==> src/rtl/core/mf3_pkg.sv <==
// Shared constants and types of the 3x3 median filter.
package mf3_pkg;

   // Frame geometry limits and register field widths
   localparam int MaxWidth  = 1024;
   localparam int MaxHeight = 4096;
   localparam int ColW      = $clog2(MaxWidth);
   localparam int RowW      = $clog2(MaxHeight);
   localparam int WidthW    = 11;
   localparam int HeightW   = 13;
   localparam int PixW      = 8;
   localparam int CsrW      = 32;
   localparam int CsrAddrW  = 3;

   localparam logic [WidthW-1:0]  WidthReset  = 11'd640;
   localparam logic [HeightW-1:0] HeightReset = 13'd480;
   localparam logic [WidthW-1:0]  WidthMin    = 11'd3;
   localparam logic [HeightW-1:0] HeightMin   = 13'd3;

   // Register map, selected by address bit 2
   typedef enum logic {
      RegFrameWidth  = 1'b0,
      RegFrameHeight = 1'b1
   } csr_reg_type;

   // Nine pixels of the window, slot 0 top left to slot 8 bottom right
   typedef logic [8:0][PixW-1:0] win_type;

endpackage

==> src/rtl/core/mf3_sort9.sv <==
// Nine-input median by a fixed 19-exchange compare-swap network.
module mf3_sort9
   import mf3_pkg::*;
(
   input  win_type         win,
   output logic [PixW-1:0] median
);

   // Order one pair so that the first slot given holds the smaller value
   function automatic win_type cswap(win_type v, logic [3:0] a, logic [3:0] b);
      win_type r;
      r = v;
      if (v[a] > v[b]) begin
         r[a] = v[b];
         r[b] = v[a];
      end
      return r;
   endfunction

   win_type v;

   // Run the network layer by layer; pairs within a layer are independent
   always_comb begin
      v = win;
      // sort each row
      v = cswap(v, 4'd1, 4'd2);
      v = cswap(v, 4'd4, 4'd5);
      v = cswap(v, 4'd7, 4'd8);
      v = cswap(v, 4'd0, 4'd1);
      v = cswap(v, 4'd3, 4'd4);
      v = cswap(v, 4'd6, 4'd7);
      v = cswap(v, 4'd1, 4'd2);
      v = cswap(v, 4'd4, 4'd5);
      v = cswap(v, 4'd7, 4'd8);
      // merge across rows
      v = cswap(v, 4'd0, 4'd3);
      v = cswap(v, 4'd5, 4'd8);
      v = cswap(v, 4'd4, 4'd7);
      v = cswap(v, 4'd3, 4'd6);
      v = cswap(v, 4'd1, 4'd4);
      v = cswap(v, 4'd2, 4'd5);
      v = cswap(v, 4'd4, 4'd7);
      // settle the center
      v = cswap(v, 4'd4, 4'd2);
      v = cswap(v, 4'd6, 4'd4);
      v = cswap(v, 4'd4, 4'd2);
   end

   assign median = v[4];

endmodule

==> config.mk <==
export PLATFORM = sky130hd
export DESIGN_NAME = mf3_sort9
export DESIGN_NICKNAME = d
export VERILOG_FILES = /design/src/rtl/core/mf3_pkg.sv /design/src/rtl/core/mf3_sort9.sv
export SDC_FILE = /design/constraint.sdc
export NUM_CORES = 1
export LEC_CHECK = 0
export ABC_AREA = 1
export ABC_CLOCK_PERIOD_IN_PS = 22000
export BUFFER_PORTS_ARGS = -buffer_cell sky130_fd_sc_hd__clkbuf_2
export CORE_ASPECT_RATIO = 1.75
export CORE_MARGIN = 1.5
export CORE_UTILIZATION = 40
export DETAILED_ROUTE_END_ITERATION = 7
export GPL_TIMING_DRIVEN = 1
export PLACE_DENSITY = 0.58
export SLEW_MARGIN = 20
export SYNTH_ARGS = -nofsm -noshare
export SYNTH_HDL_FRONTEND = slang
export SYNTH_SLANG_ARGS = --single-unit
export TNS_END_PERCENT = 30
==> constraint.sdc <==
create_clock -name vclk -period 22
set_input_delay 3.3 -clock vclk [all_inputs]
set_output_delay 3.3 -clock vclk [all_outputs]
set_load 0.01 [all_outputs]
# After elaboration in Yosys (flattened, before gate mapping)
# Index checks and enable logic that the tools add are counted.
[totals] elab_cells=40 ff_bits=0 in_bits=72
[op_classes] muxes=21 n_lt_le_gt_ge=19
[ops] op="8-bit greater-than comparator" n=19
[ops] op="16-bit 2-to-1 mux" n=9
[ops] op="8-bit 2-to-1 mux" n=12

# Logic depth before layout (Yosys ltp)
[depth] word_depth=18 mapped_depth=102 depth_no_buf=95

# Worst setup path after synthesis
# OpenSTA, ideal clock, no wires.
[synth_timing] kind="in2out" from="input win[47] (netlist name)" to="output median[5]" path_stages=83 arrival_ps=15345 path_buffers=8 path_slack_ps=3355 cell_sequence="inv_1 -> ha_1 -> a21o_1 -> nor2_1 -> nand2_1 -> nand2_2 -> clkbuf_1 -> clkbuf_1 -> o21ai_0 -> inv_1 -> ha_1 -> a21oi_1 -> nor2_1 -> a211oi_1 -> nand2_2 -> nand2_2 -> inv_1 -> buf_2 -> [47 not listed] -> a21oi_1 -> nor2_1 -> a211oi_1 -> nand2_4 -> nand2_4 -> nand2_2 -> and2_1 -> ha_1 -> inv_1 -> nor2_1 -> nor2_1 -> o21ai_0 -> nand2_1 -> o211ai_1 -> nand2_1 -> buf_1 -> or2_2 -> nand2_1"
[synth_via] elab_chain_cells=18
[synth_rtl] element="from (decl)" line_no="mf3_sort9.sv:5" text="input win_type win,"
[synth_rtl] element="8-bit greater-than comparator" line_no="mf3_sort9.sv:13" text="if (v[a] > v[b]) begin"
[synth_rtl] element="16-bit 2-to-1 mux (*)" line_no="mf3_sort9.sv:13"
[synth_rtl] element="8-bit greater-than comparator" line_no="mf3_sort9.sv:13"
[synth_rtl] element="16-bit 2-to-1 mux" line_no="mf3_sort9.sv:13"
[synth_rtl] element="8-bit greater-than comparator" line_no="mf3_sort9.sv:13"
[synth_rtl] element="16-bit 2-to-1 mux" line_no="mf3_sort9.sv:13"
[synth_rtl] element="8-bit greater-than comparator" line_no="mf3_sort9.sv:13"
[synth_rtl] element="8-bit 2-to-1 mux" line_no="mf3_sort9.sv:13"
[synth_rtl] element="[2 not listed]"
[synth_rtl] element="8-bit greater-than comparator" line_no="mf3_sort9.sv:13"
[synth_rtl] element="8-bit 2-to-1 mux" line_no="mf3_sort9.sv:13"
[synth_rtl] element="8-bit greater-than comparator" line_no="mf3_sort9.sv:13"
[synth_rtl] element="8-bit 2-to-1 mux" line_no="mf3_sort9.sv:13"
[synth_rtl] element="8-bit greater-than comparator" line_no="mf3_sort9.sv:13"
[synth_rtl] element="8-bit 2-to-1 mux" line_no="mf3_sort9.sv:13"
[synth_rtl] element="8-bit greater-than comparator" line_no="mf3_sort9.sv:13"
[synth_rtl] element="8-bit 2-to-1 mux (*)" line_no="mf3_sort9.sv:13"
[synth_rtl] element="to (decl)" line_no="mf3_sort9.sv:6" text="output logic [PixW-1:0] median"
# Mark *: on every way between the ends. The rest lies on a longest branch, timed or not.

# Worst setup path in the final report
# Ends and elaborated chain as after synthesis.

==> qor.yml <==
place:
  place_congestion: 0.9144
  place_ws_ns: 1.452
  hpwlAfterDp_um: 16250
  numPortBuffers: 80
yosys:
  synthAdderAreaFrac: 0.2965
  synthXorXnorAreaFrac: 0
  synth_compound_area_frac: 0.2658
  seq_area_frac_synth: 0
  synth_top_family_by_area: "simple AND/OR/NAND/NOR gates"
  synth_cell_type_count: 34
  synthesis.area_mm2: 0.006203
  synth.avg_cell_area_um2: 5.589
  synth_cells: 1110
  synth.area.mux_share: 0
  syn_nets: 1329
  yosys.area_share.simple: 0.3332
  yosysWarnings: 0
route:
  ant_nets: 0
  drc: 0
  vias_per_cell: 5.169
  wl_per_cell_um: 13.42
  routed_wl_um: 18100
  drt_iter0_markers: 228
  drt-pass1-iter-count: 5
  vias: 6968
sta:
  grt_setup_unrepaired: "false"
  fmax_mhz: 48.94
  maxSlewViolCount: 0
  setup_viol: 0
  finalSetupTns_ns: 0
  fin_crit_ns: 20.43
  hold_viol_final: 0
  worst_pin_slew_ns: 0.9986
  hold_ws_ns: 7.482
  relSlewSlack: 0.3343
  worst_slack_ns: 1.566
  timing.final.crit_share: 0.9288
cts:
  post_cts_buffers: 0
layout:
  nets: 1383
  multi_input_area_mm2: 0.005563
  finish.utilization: 0.4420
  syn_to_final_growth_pct: 8.592
  clkbuf_count: 0
  regArea_um2: 0
  most-common-layout-cells: "342 x nand2_1, 188 x o21ai_0, 147 x ha_1"
  layout-drive-gt1-share: 0.1222
  n_sequential_cell: 0
  final_common_cell: "nand2_1"
  fillers: 1780
  diodes: 0
grt:
  grt_pass1_wl_um: 29730
  track_usage: 0.2183
  grt_pass1_vias: 6604
  antenna_found_initial: 0
  grt_max_degree: 33
  overflow: 0
critical_path:
  critPathMaxStageDelay_ns: 0.50
  start_kind: "input pin"
  endpoint_kind: "output pin"
  crit_fanout: 31
  path_depth: 80
  cp.required_ns: 18.70
  crit_path_frequent_cell: "nand2_1"
  crit_type: "in -> out"
  critPathArrivalTime_ns: 17.13
  cp_num_buf_inv: 16
  slowest_stage: "o21ai_0"
  crit_family: "simple AND/OR/NAND/NOR gates"
die:
  die_width_um: 97.14
  start_util: 0.4071
  die_h_um: 167.7
  die_area_mm2: 0.01629
  coreArea_mm2: 0.01524
  rows: 60
  num_io_pins: 80
run_status:
  status: "completed"
hold_path:
  hold_depth: 8
  hold_class: "in -> out"
run:
  max_cap_violations: 0
-- through the flow --
| stage | instances | instance area, um2 |
|---|---|---|
| detailed placement | 1348 | 6729 |
| global placement | 1348 | 6729 |
| finish | 1348 | 6736 |
| CTS | 1348 | 6729 |
| global route | 1348 | 6736 |
| floorplan | 1110 | 6203 |
-- timing repair --
item                       CTS  global route
gates resized for setup      0             1
setup endpoints to repair    0             8
hold buffers                 0             0
-- cell type report --
| class | instances | area share |
|---|---|---|
| Inverter | 132 | 0.07355 |
| Multi-Input combinational cell | 944 | 0.8258 |
| Tap cell | 186 | 0.03455 |
| Timing Repair Buffer | 86 | 0.06612 |
-- cell usage after synthesis --
library cell / number / area share
inv_2: 7 / 0.0042
a21o_1: 2 / 0.0024
clkbuf_1: 22 / 0.013
o211ai_1: 5 / 0.0061
nand2_4: 2 / 0.0036
and2_1: 10 / 0.010
nor2_2: 2 / 0.0020
nand3_2: 3 / 0.0048
inv_1: 125 / 0.076
o21ai_4: 1 / 0.0026
o21ai_2: 6 / 0.0085
a21oi_1: 62 / 0.050
or2_2: 5 / 0.0050
nor4_1: 1 / 0.0010
nor3_1: 1 / 0.00081
nand4_1: 7 / 0.0071
ha_1: 147 / 0.30
o21ai_0: 189 / 0.15
a32oi_1: 5 / 0.0071
buf_6: 2 / 0.0036
nand4_2: 1 / 0.0020
o21ai_1: 22 / 0.018
buf_1: 4 / 0.0024
o21bai_1: 1 / 0.0012
buf_2: 5 / 0.0040
or2_1: 3 / 0.0030
nand3_1: 37 / 0.030
a211oi_1: 12 / 0.015
nor2_1: 49 / 0.030
o31ai_2: 1 / 0.0020
o31ai_1: 1 / 0.0012
nand2_1: 342 / 0.21
nand2_2: 27 / 0.027
buf_4: 1 / 0.0012
-- cell families after synthesis --
family	after synthesis
buf+inv	166
fa+ha+maj	147
simple gates	490
compound gates	307
-- worst paths after layout --
path	startpoint	end	slack, ns
worst max-delay path	win[47]	median[5]	1.57
worst min-delay path	win[54]	median[6]	7.48
-- per-layer routing --
layer,GRT usage,share of wire,vias to the layer above
met5,0,0,-
met4,0.06994,0.038,0
met3,0.003339,0.014,22
met2,0.4615,0.55,87
met1,0.2237,0.39,3025
li1,-,-,3834
Power is left out: the tool's default activity adds up to more than one toggle a clock period on the data nets, which glitch-free logic cannot reach.
